File: config.mk
export PLATFORM = sky130hd
export DESIGN_NAME = bresenham_line_raster_top
export DESIGN_NICKNAME = d
export VERILOG_FILES = /design/src/design/blr_pkg.sv /design/src/design/blr_controller.sv /design/src/design/blr_datapath.sv /design/src/design/bresenham_line_raster_top.sv
export SDC_FILE = /design/constraint.sdc
export NUM_CORES = 2
export LEC_CHECK = 0
export BUFFER_PORTS_ARGS = -buffer_cell sky130_fd_sc_hd__buf_2
export CELL_PAD_IN_SITES_DETAIL_PLACEMENT = 1
export CELL_PAD_IN_SITES_GLOBAL_PLACEMENT = 1
export CORE_ASPECT_RATIO = 1.4
export CORE_MARGIN = 4
export CORE_UTILIZATION = 40
export CTS_CLUSTER_DIAMETER = 60
export CTS_CLUSTER_SIZE = 20
export DETAILED_ROUTE_END_ITERATION = 7
export PLACE_DENSITY_LB_ADDON = 0.08
export SLEW_MARGIN = 20
export SYNTH_ARGS = -nofsm -noshare
export SYNTH_HDL_FRONTEND = slang
export SYNTH_SLANG_ARGS = --single-unit
File: constraint.sdc
create_clock -name clk -period 16.9 [get_ports clk]
set_input_delay 1.69 -clock clk [delete_from_list [all_inputs] [get_ports clk]]
set_output_delay 1.69 -clock clk [all_outputs]
set_load 0.01 [all_outputs]
File: src/design/blr_pkg.sv
// ----------------------------------------------------------------------------
// blr_pkg
// Shared types and constants for the Bresenham line rasterizer.
// ----------------------------------------------------------------------------
package blr_pkg;

  localparam int COORD_W = 16;   // input endpoint field width
  localparam int SIZE_W  = 6;    // screen size register width
  localparam int PIX_W   = 10;   // reported pixel coordinate width
  localparam int SPAN_W  = 7;    // signed size minus one
  localparam int OFS_W   = 18;   // signed coordinate plus one
  localparam int PROD_W  = OFS_W + SPAN_W;

  localparam int IN_TDATA_W  = 4 * COORD_W;
  localparam int OUT_TDATA_W = 24;

  localparam logic CFG_WIDTH_IDX  = 1'b0;
  localparam logic CFG_HEIGHT_IDX = 1'b1;

  localparam logic [SIZE_W-1:0] SIZE_RESET = 6'd63;
  // non-final results per line, end point keeps one more slot
  localparam logic [5:0]        MAX_BODY   = 6'd63;

  typedef enum logic [3:0] {
    ST_IDLE  = 4'b0001,
    ST_SCALE = 4'b0010,
    ST_SETUP = 4'b0100,
    ST_WALK  = 4'b1000
  } blr_state_t;

  typedef struct packed {
    logic load;    // register endpoint products
    logic scale;   // map products to screen integers
    logic setup;   // deltas, directions, error term
    logic step;    // advance one Bresenham step
    logic emit;    // load output register with the current step
  } blr_cmd_t;

  typedef struct packed {
    logic fin;        // current step is the end point
    logic emit_req;   // current step produces a result
    logic slot_free;  // output register can take a result
  } blr_status_t;

  function automatic logic signed [SPAN_W-1:0] span_of(input logic [SIZE_W-1:0] size);
    return $signed({1'b0, size}) - 7'sd1;
  endfunction

endpackage

File: src/design/blr_controller.sv
// ----------------------------------------------------------------------------
// blr_controller
// Sequencer for one line: endpoint mapping, setup, then the step walk.
// ----------------------------------------------------------------------------
module blr_controller import blr_pkg::*; (
  input  logic        clk,
  input  logic        rst_n,
  input  logic        in_tvalid,
  output logic        in_tready,
  input  blr_status_t status,
  output blr_cmd_t    cmd
);

  blr_state_t state_r, state_nxt;

  always_ff @(posedge clk) begin
    if (!rst_n) begin
      state_r <= ST_IDLE;
    end else begin
      state_r <= state_nxt;
    end
  end

  always_comb begin
    state_nxt = state_r;
    cmd       = '0;
    case (state_r)
      ST_IDLE: begin
        if (in_tvalid) begin
          cmd.load  = 1'b1;
          state_nxt = ST_SCALE;
        end
      end
      ST_SCALE: begin
        cmd.scale = 1'b1;
        state_nxt = ST_SETUP;
      end
      ST_SETUP: begin
        cmd.setup = 1'b1;
        state_nxt = ST_WALK;
      end
      ST_WALK: begin
        // hold the walk only when a result is due and the output is busy
        if (!status.emit_req || status.slot_free) begin
          cmd.step = !status.fin;
          cmd.emit = status.emit_req;
          if (status.fin) begin
            state_nxt = ST_IDLE;
          end
        end
      end
      default: begin
        state_nxt = ST_IDLE;
      end
    endcase
  end

  assign in_tready = (state_r == ST_IDLE);

endmodule

File: src/design/blr_datapath.sv
// ----------------------------------------------------------------------------
// blr_datapath
// Screen size registers, endpoint mapping, Bresenham step registers and
// the output register.
// ----------------------------------------------------------------------------
module blr_datapath import blr_pkg::*; #(
  parameter int COORD_FRAC_BITS = 12
) (
  input  logic                   clk,
  input  logic                   rst_n,
  input  logic [IN_TDATA_W-1:0]  in_tdata,
  input  logic                   cfg_valid,
  input  logic                   cfg_index,
  input  logic [SIZE_W-1:0]      cfg_data,
  input  blr_cmd_t               cmd,
  output blr_status_t            status,
  output logic                   out_tvalid,
  input  logic                   out_tready,
  output logic [OUT_TDATA_W-1:0] out_tdata,
  output logic                   out_tlast
);

  localparam int CW    = PROD_W - COORD_FRAC_BITS;   // screen coordinate width
  localparam int EW    = CW + 3;                     // delta and error width
  localparam int SHIFT = COORD_FRAC_BITS + 1;

  localparam logic signed [OFS_W-1:0]  ONE_Q  = OFS_W'(2**COORD_FRAC_BITS);
  localparam logic signed [PROD_W-1:0] BIAS   = PROD_W'(2**SHIFT - 1);
  localparam logic signed [CW-1:0]     PIX_LO = CW'(-512);
  localparam logic signed [CW-1:0]     PIX_HI = CW'(511);

  function automatic logic signed [PROD_W-1:0] mul_ofs(
    input logic signed [OFS_W-1:0]  v,
    input logic signed [SPAN_W-1:0] s
  );
    return PROD_W'(v) * PROD_W'(s);
  endfunction

  // divide by 2^SHIFT, truncating toward zero
  function automatic logic signed [CW-1:0] scale_down(input logic signed [PROD_W-1:0] p);
    logic signed [PROD_W-1:0] b;
    b = p[PROD_W-1] ? (p + BIAS) : p;
    return CW'(b >>> SHIFT);
  endfunction

  function automatic logic [PIX_W-1:0] sat_pix(input logic signed [CW-1:0] v);
    logic [PIX_W-1:0] r;
    if (v < PIX_LO) begin
      r = 10'h200;
    end else if (v > PIX_HI) begin
      r = 10'h1ff;
    end else begin
      r = PIX_W'(v);
    end
    return r;
  endfunction

  logic [SIZE_W-1:0] width_r, height_r;
  logic              out_valid_r;

  logic signed [PROD_W-1:0] psx_r, psy_r, pex_r, pey_r;
  logic signed [CW-1:0]     cx_r, cy_r, ex_r, ey_r;
  logic signed [EW-1:0]     dx_r, dy_r, err_r;
  logic                     stx_r, sty_r;
  logic [5:0]               cnt_r;
  logic [PIX_W-1:0]         pix_x_r, pix_y_r;
  logic                     drawn_r, last_r;

  logic signed [SPAN_W-1:0] span_w, span_h;
  logic signed [OFS_W-1:0]  osx, osy, oex, oey;
  logic signed [EW-1:0]     dx_nxt, dy_nxt;
  logic signed [EW:0]       e2, ndy;
  logic                     mv_x, mv_y, on, fin;

  // configuration and output handshake state
  always_ff @(posedge clk) begin
    if (!rst_n) begin
      width_r     <= SIZE_RESET;
      height_r    <= SIZE_RESET;
      out_valid_r <= 1'b0;
    end else begin
      if (cfg_valid && cfg_index == CFG_WIDTH_IDX) begin
        width_r <= cfg_data;
      end
      if (cfg_valid && cfg_index == CFG_HEIGHT_IDX) begin
        height_r <= cfg_data;
      end
      if (cmd.emit) begin
        out_valid_r <= 1'b1;
      end else if (out_tready) begin
        out_valid_r <= 1'b0;
      end
    end
  end

  // endpoint offsets, y mirrored so plus one is the top row
  always_comb begin
    span_w = span_of(width_r);
    span_h = span_of(height_r);
    osx = OFS_W'($signed(in_tdata[15:0]))  + ONE_Q;
    osy = ONE_Q - OFS_W'($signed(in_tdata[31:16]));
    oex = OFS_W'($signed(in_tdata[47:32])) + ONE_Q;
    oey = ONE_Q - OFS_W'($signed(in_tdata[63:48]));
  end

  always_comb begin
    if (ex_r > cx_r) begin
      dx_nxt = EW'(ex_r) - EW'(cx_r);
    end else begin
      dx_nxt = EW'(cx_r) - EW'(ex_r);
    end
    if (ey_r > cy_r) begin
      dy_nxt = EW'(ey_r) - EW'(cy_r);
    end else begin
      dy_nxt = EW'(cy_r) - EW'(ey_r);
    end
  end

  always_comb begin
    e2   = {err_r, 1'b0};
    ndy  = -(EW+1)'(dy_r);
    mv_x = e2 > ndy;
    mv_y = e2 < (EW+1)'(dx_r);
    on   = !cx_r[CW-1] && (cx_r < $signed({{(CW-SIZE_W){1'b0}}, width_r})) &&
           !cy_r[CW-1] && (cy_r < $signed({{(CW-SIZE_W){1'b0}}, height_r}));
    fin  = (cx_r == ex_r) && (cy_r == ey_r);
  end

  assign status.fin       = fin;
  assign status.emit_req  = fin || (on && cnt_r != MAX_BODY);
  assign status.slot_free = !out_valid_r || out_tready;

  always_ff @(posedge clk) begin
    if (cmd.load) begin
      psx_r <= mul_ofs(osx, span_w);
      psy_r <= mul_ofs(osy, span_h);
      pex_r <= mul_ofs(oex, span_w);
      pey_r <= mul_ofs(oey, span_h);
    end
    if (cmd.scale) begin
      cx_r <= scale_down(psx_r);
      cy_r <= scale_down(psy_r);
      ex_r <= scale_down(pex_r);
      ey_r <= scale_down(pey_r);
    end
    if (cmd.setup) begin
      dx_r  <= dx_nxt;
      dy_r  <= dy_nxt;
      err_r <= dx_nxt - dy_nxt;
      stx_r <= cx_r < ex_r;
      sty_r <= cy_r < ey_r;
      cnt_r <= '0;
    end
    if (cmd.step) begin
      // both moves use the error value from before the step
      err_r <= err_r - (mv_x ? dy_r : '0) + (mv_y ? dx_r : '0);
      if (mv_x) begin
        cx_r <= stx_r ? cx_r + CW'(1) : cx_r - CW'(1);
      end
      if (mv_y) begin
        cy_r <= sty_r ? cy_r + CW'(1) : cy_r - CW'(1);
      end
      if (cmd.emit) begin
        cnt_r <= cnt_r + 6'd1;
      end
    end
    if (cmd.emit) begin
      pix_x_r <= sat_pix(cx_r);
      pix_y_r <= sat_pix(cy_r);
      drawn_r <= on;
      last_r  <= fin;
    end
  end

  assign out_tvalid = out_valid_r;
  assign out_tdata  = {3'b000, drawn_r, pix_y_r, pix_x_r};
  assign out_tlast  = last_r;

endmodule

File: src/design/bresenham_line_raster_top.sv
// ----------------------------------------------------------------------------
// bresenham_line_raster_top
// Maps a normalized line segment to screen integers and walks the Bresenham
// line, one result transaction per on-screen step (at most 63) plus the end point.
// ----------------------------------------------------------------------------
// after an input transaction the sequencer passes through SCALE and SETUP, then the
// walk loop registers results and advances one step per cycle, except while a
//   result waits on out_tready
// a new line is taken only after the end point result is in the output register
// reset: rst_n synchronous, clears the sequencer and output valid and sets
//   both screen size registers to 63
module bresenham_line_raster_top import blr_pkg::*; #(
  parameter int COORD_FRAC_BITS = 12
) (
  input  logic                   clk,
  input  logic                   rst_n,
  input  logic                   in_tvalid,
  output logic                   in_tready,
  // start_x[15:0], start_y[31:16], end_x[47:32], end_y[63:48]
  input  logic [IN_TDATA_W-1:0]  in_tdata,
  output logic                   out_tvalid,
  input  logic                   out_tready,
  // pixel_x[9:0], pixel_y[19:10], drawn[20], zero fill[23:21]
  output logic [OUT_TDATA_W-1:0] out_tdata,
  output logic                   out_tlast,
  input  logic                   cfg_valid,
  output logic                   cfg_ready,
  input  logic                   cfg_index,
  input  logic [SIZE_W-1:0]      cfg_data
);

  blr_cmd_t    cmd;
  blr_status_t status;

  assign cfg_ready = 1'b1;

  blr_controller u_ctrl (
    .clk       (clk),
    .rst_n     (rst_n),
    .in_tvalid (in_tvalid),
    .in_tready (in_tready),
    .status    (status),
    .cmd       (cmd)
  );

  blr_datapath #(
    .COORD_FRAC_BITS (COORD_FRAC_BITS)
  ) u_dp (
    .clk        (clk),
    .rst_n      (rst_n),
    .in_tdata   (in_tdata),
    .cfg_valid  (cfg_valid),
    .cfg_index  (cfg_index),
    .cfg_data   (cfg_data),
    .cmd        (cmd),
    .status     (status),
    .out_tvalid (out_tvalid),
    .out_tready (out_tready),
    .out_tdata  (out_tdata),
    .out_tlast  (out_tlast)
  );

endmodule

# After elaboration in Yosys (flattened, before gate mapping)
# Cells that the tools add are included.
dict set report op_classes {
  n_mux 35
  eq_ne 10
  order_cmp 12
  div 0
  mul 4
  bitwise_logic 1
  n_addsub 23
  shift 0
  reduce_logical 18
}
# cell n
set op_table {}
lappend op_table {{13-bit 2-to-1 mux} 8}
lappend op_table {{25-bit by 14-bit adder with 25-bit output, second input constant} 4}
lappend op_table {{25-bit 2-to-1 mux} 4}
lappend op_table {{17-bit by 7-bit multiplier with 24-bit output} 4}
lappend op_table {{16-bit 2-to-1 mux} 6}
lappend op_table {{16-bit by 14-bit adder with 17-bit output, second input constant} 2}
lappend op_table {{14-bit by 16-bit subtractor with 17-bit output, first input constant} 2}
lappend op_table {{16-bit subtractor} 2}
lappend op_table {{12-bit by 13-bit subtractor with 14-bit output} 2}
lappend op_table {{13-bit by 12-bit subtractor with 14-bit output} 2}
lappend op_table {{13-bit by 2-bit adder with 13-bit output, second input constant} 2}
lappend op_table {{13-bit by 12-bit == test with 1-bit output} 2}
lappend op_table {{12-bit by 13-bit > comparator with 1-bit output} 2}
lappend op_table {{13-bit by 10-bit > comparator with 1-bit output, second input constant} 2}
lappend op_table {{13-bit by 10-bit < comparator with 1-bit output, second input constant} 2}
lappend op_table {{13-bit by 12-bit < comparator with 1-bit output} 2}
lappend op_table {{13-bit by 7-bit < comparator with 1-bit output} 2}
lappend op_table {{13-bit by 2-bit subtractor with 13-bit output, second input constant} 2}
lappend op_table {{10-bit 2-to-1 mux} 2}
lappend op_table {{6-bit 2-to-1 mux} 3}
lappend op_table {{17-bit > comparator} 1}
lappend op_table {{17-bit by 16-bit < comparator with 1-bit output} 1}
lappend op_table {{16-bit negator with 17-bit output} 1}
lappend op_table {{16-bit adder} 1}
lappend op_table {{other kinds (19)} 42}
dict set report word_totals {
  n_memories 0
  register_bits 245
  ram_bits 0
  romBits 0
  wordCells 125
  latch_bits 0
  out_inout_bits 28
  inputBits 76
}

# Depth between registers and ports, before layout
dict set report logic_depth {
  ltp_word 12
  depth_mapped 24
  mapped_depth_nobuf 24
}

# Modules after synthesis
# From an unflattened synthesis, not the netlist that was laid out.
dict set report hier_totals {
  hier_cells 3697
  hier_area_um2 33249.4
}
# mod cells_per_inst area_each_um2 seq_area_each_um2 n_inst
set modules_own_cells {}
lappend modules_own_cells {blr_datapath 3671 33005.4 6546.3 1}
lappend modules_own_cells {blr_controller 24 232.7 80.1 1}
lappend modules_own_cells {bresenham_line_raster_top 2 11.3 0.0 1}

# Worst setup path after synthesis
# OpenSTA, ideal clock, no wires.
dict set report synth_path {
  path_type {in2reg}
  start {in in_tdata[16]}
  end {reg u_dp.psy_r[23], data pin}
  t_required_ns 16.632
  path_slack_ns 9.564
  n_path_buf 0
  stages 22
  setup_time_ns 0.268
  arrival_time_ns 7.068
  cell_sequence {clkinv_1 > ha_1 > nor3b_1 > nand2_1 > or4_1 > and2_1 > nor2_1 > or2_1 > fa_1 > fa_1 > fa_1 > fa_1 > inv_1 > ha_1 > o21a_1 > o21a_1 > o21ai_0 > a31oi_1 > nor4_1 > o31ai_1 > o41ai_1 > xnor2_1}
}
dict set report synth_between {
  elab_chain_cells 2
}
# item line
set synth_lines {}
lappend synth_lines {{from (decl)} bresenham_line_raster_top.sv:20} ;# input logic [IN_TDATA_W-1:0] in_tdata,
lappend synth_lines {{14-bit by 16-bit subtractor with 17-bit output} blr_datapath.sv:101} ;# osy = ONE_Q - OFS_W'($signed(in_tdata[31:16]));
lappend synth_lines {{17-bit by 7-bit multiplier with 24-bit output} blr_datapath.sv:36} ;# return PROD_W'(v) * PROD_W'(s);
lappend synth_lines {{to (signal assigned)} blr_datapath.sv:136} ;# psy_r <= mul_ofs(osy, span_h);
lappend synth_lines {{to (decl)} blr_datapath.sv:61} ;# logic signed [PROD_W-1:0] psx_r, psy_r, pex_r, pey_r;
# No other way between the ends.
# A chain may end at the register's enable or synchronous reset.

# Final worst setup path
# Ends and elaborated chain as after synthesis.

==> impl_metrics.tcl <==
set metrics [dict create \
    setup_ws_ps 9220 \
    worstReg2RegStart "u_dp.width_r[0]" \
    rows 125 \
    rrSetupSlack_ps 9820 \
    die_y_um 350 \
    synth-edff-count 188 \
    avgSynthCellArea_sq_um 8.92 \
    fmax_mhz 130 \
    worst_setup_path_start_kind "input port" \
    die_area_sq_um 88200 \
    drive_above_1_share_pct 6.44 \
    final-hold-violation-count 0 \
    fin_area_sq_um 36300 \
    synth_ff_type "edfxtp_1" \
    dpl.hpwl_mm 75.6 \
    io_pins 104 \
    p_leak_nw 16.8 \
    fin_setup_tns_ps 0 \
    grt_pass1_vias 27900 \
    cpMaxStageDelayCell "fa_1" \
    wl_mm 91.5 \
    cts_made_buffers 28 \
    maxSlewHeadroom_pct 28.0 \
    port_buffers 99 \
    clkLatencyLatePin_ps 610 \
    finish.utilization_pct 43.7 \
    holdBufCountCts 0 \
    mostFrequentLayoutCells "inv_1 (662), nor2_1 (380), fa_1 (378)" \
    seq_area_frac_synth_pct 19.9 \
    cp-startpoint "in_tdata[16]" \
    routed_via_density 5.18 \
    cts_resized 0 \
    gp_congestion 0.848 \
    cpPeakStageDelay_ps 560 \
    finalSetupViolations 0 \
    clk_pin_slew_ps 70 \
    worst_pin_slew_ps 1080 \
    layout.nets 4615 \
    crit_arrival_ps 8040 \
    grt_usage_pct 20.9 \
    synthesis.area_sq_um 33400 \
    drv_cap 0 \
    crit_chain "buf_2, clkinv_1, ha_1, nor3b_1, nand2_1, or4_1, and2_1, nor2_1, or2_1, fa_1, fa_1, fa_1, fa_1, inv_1, ha_1, o21a_1, o21a_1, o21ai_0, a31oi_1, nor4_1, o31ai_1, o41ai_1, xnor2_1" \
    rsz0062_at_grt "false" \
    area_growth_syn_to_layout_pct 8.67 \
    hold_class "reg2reg" \
    die_w_um 252 \
    worstReg2RegEnd "u_dp.pex_r[23]" \
    vias 25500 \
    post-cts-setup-buffer-count 0 \
    clockBufferDepth 3 \
    finalMaxSlewViolations 0 \
    routedWlPerCell_um 18.6 \
    power.density_nw_per_um2 200 \
    antenna_found_initial 7 \
    finalClockSkew_ps 51.6 \
    ant_nets 0 \
    preCtsSetupSlack_ps 8610 \
    r2r_cells 25 \
    drt_first_pass_iters 4 \
    hold_depth 2 \
    start_util_pct 40.3 \
    clock_sinks 237 \
    grt_pass1_wl_mm 149 \
    worstPathMaxFanout 8 \
    core_region_area_sq_um 82900 \
    grt_max_degree 64 \
    min-delay-start "u_dp.cnt_r[5]" \
    cp.required_ps 17250 \
    stdcell_count 4917 \
    dp_cells 4860 \
    path_class "in2reg" \
    drt_iter0_markers 822 \
    cts_root_buf "clkbuf_16" \
    yosysUniqueCellTypes 84 \
    async_flop_share_pct 0 \
    cts_tree "yes" \
    status "finished, final reports clean" \
    path_common_cell "fa_1" \
    fin_crit_sh_pct 45.5 \
    syn_inst 3740 \
    peakVddDrop_uv 125 \
    hold_end "u_dp.cnt_r[5]" \
    htree_levels 1 \
    post-route-min-period_ps 7680 \
    synth_seq_cells 237 \
    overflow 0 \
    post-route-drc-count 0 \
    crit_path_end_kind "flip-flop" \
    final_common_cell "inv_1" \
    placed_cell_area_sq_um 35200 \
    yosys_warnings 0 \
]
[cell usage after synthesis, types with 17 or more instances]
cell / count / area [sq um]
a31oi_1: 27 / 169
fa_1: 378 / 7570
or2_2: 17 / 106
nand2_1: 239 / 897
o211ai_1: 30 / 225
a21oi_1: 169 / 846
nand4_1: 33 / 206
o21bai_1: 22 / 165
xor2_1: 80 / 701
and3_1: 20 / 125
nand2b_1: 37 / 231
nor3_1: 63 / 315
nand3_1: 53 / 265
a21o_1: 47 / 353
and2_1: 138 / 863
nor2b_1: 74 / 463
mux2i_1: 21 / 210
o21ai_0: 80 / 400
or3_1: 18 / 113
edfxtp_1: 188 / 5650
ha_1: 350 / 4380
inv_1: 663 / 2490
o21ai_1: 37 / 185
dfxtp_1: 49 / 981
xnor2_1: 194 / 1700
a211oi_1: 20 / 150
nor4_1: 17 / 106
nor2_1: 380 / 1430
o21a_1: 17 / 128
clkbuf_1: 69 / 259
[where the power goes]
group | total [W] | switching [W] | internal, W
clock | 0.000677 | 0.000313 | 0.000363
combinational | 0.00533 | 0.00304 | 0.00229
sequential | 0.00125 | 0.000159 | 0.00110
total | 0.00726 | 0.00351 | 0.00374
[critical path, delay by kind of cell]
kind                       cells  cell delay, ps
AOI/OAI and AO/OA              6            1170
xor gates and xnor gates       1             120
adders and majority gates      6            2460
buffers and inverters          3             320
and+or+nand+nor                7            2260
[cells by family (layout without fill, tap and decap cells)]
family                     Yosys count  after routing  share of synthesized area [%]
buffers and inverters              764            855                           8.73
and+or+nand+nor                   1144           1144                           16.6
AOI/OAI and AO/OA                  556            556                           10.7
muxes                               35             35                           1.10
other                                2              9                         0.0225
DFF                                237            237                           19.9
adders and majority gates          728            728                           35.8
xor gates and xnor gates           274            274                           7.19
[worst max path at each step]
stage	to	slack (ps)	depth (start not counted)
6_report	u_dp.psy_r[23]	9220	23
5_1_grt	u_dp.psy_r[23]	8650	23
4_1_cts	u_dp.psy_r[23]	9260	23
3_5_place_dp	u_dp.psy_r[23]	8610	23
3_3_place_gp	u_dp.psy_r[23]	8740	23
2_1_floorplan	u_dp.psy_r[23]	9560	22
[flip-flops by register name, summed over array words and instances, names as in the netlist, 12 cells and up]
register,cells
u_dp.pex_r,24
u_dp.pey_r,24
u_dp.psx_r,24
u_dp.psy_r,24
u_dp.err_r,16
u_dp.dx_r,14
u_dp.dy_r,14
u_dp.cx_r,13
u_dp.cy_r,13
u_dp.ex_r,12
u_dp.ey_r,12
[final cells by class]
class,instances,area (sq um)
antenna,5,12.5
clock buffer,28,701
clock inverter,24,365
fill,9778,46600
inverter,671,2520
multi-input combinational,2741,23900
sequential,237,6630
tap,1079,1350
timing repair buffer,132,743
[metrics by stage]
stage | total power (W) | hold WS [ps]
2_1_floorplan | 0.00534 | 452
3_3_place_gp | 0.00661 | 476
3_5_place_dp | 0.00667 | 482
4_1_cts | 0.00740 | 493
5_1_grt | 0.00813 | 517
6_report | 0.00726 | 494
[metal layers]
metal	up-vias	part of all wire [%]	GRT usage, %
met3	81	1.9	1.49
met4	2	1.9	4.13
met1	12800	42	25.1
met2	223	55	40.9
met5	-	0.014	0
li1	12300	-	-
(Power assumes the default switching activity.)
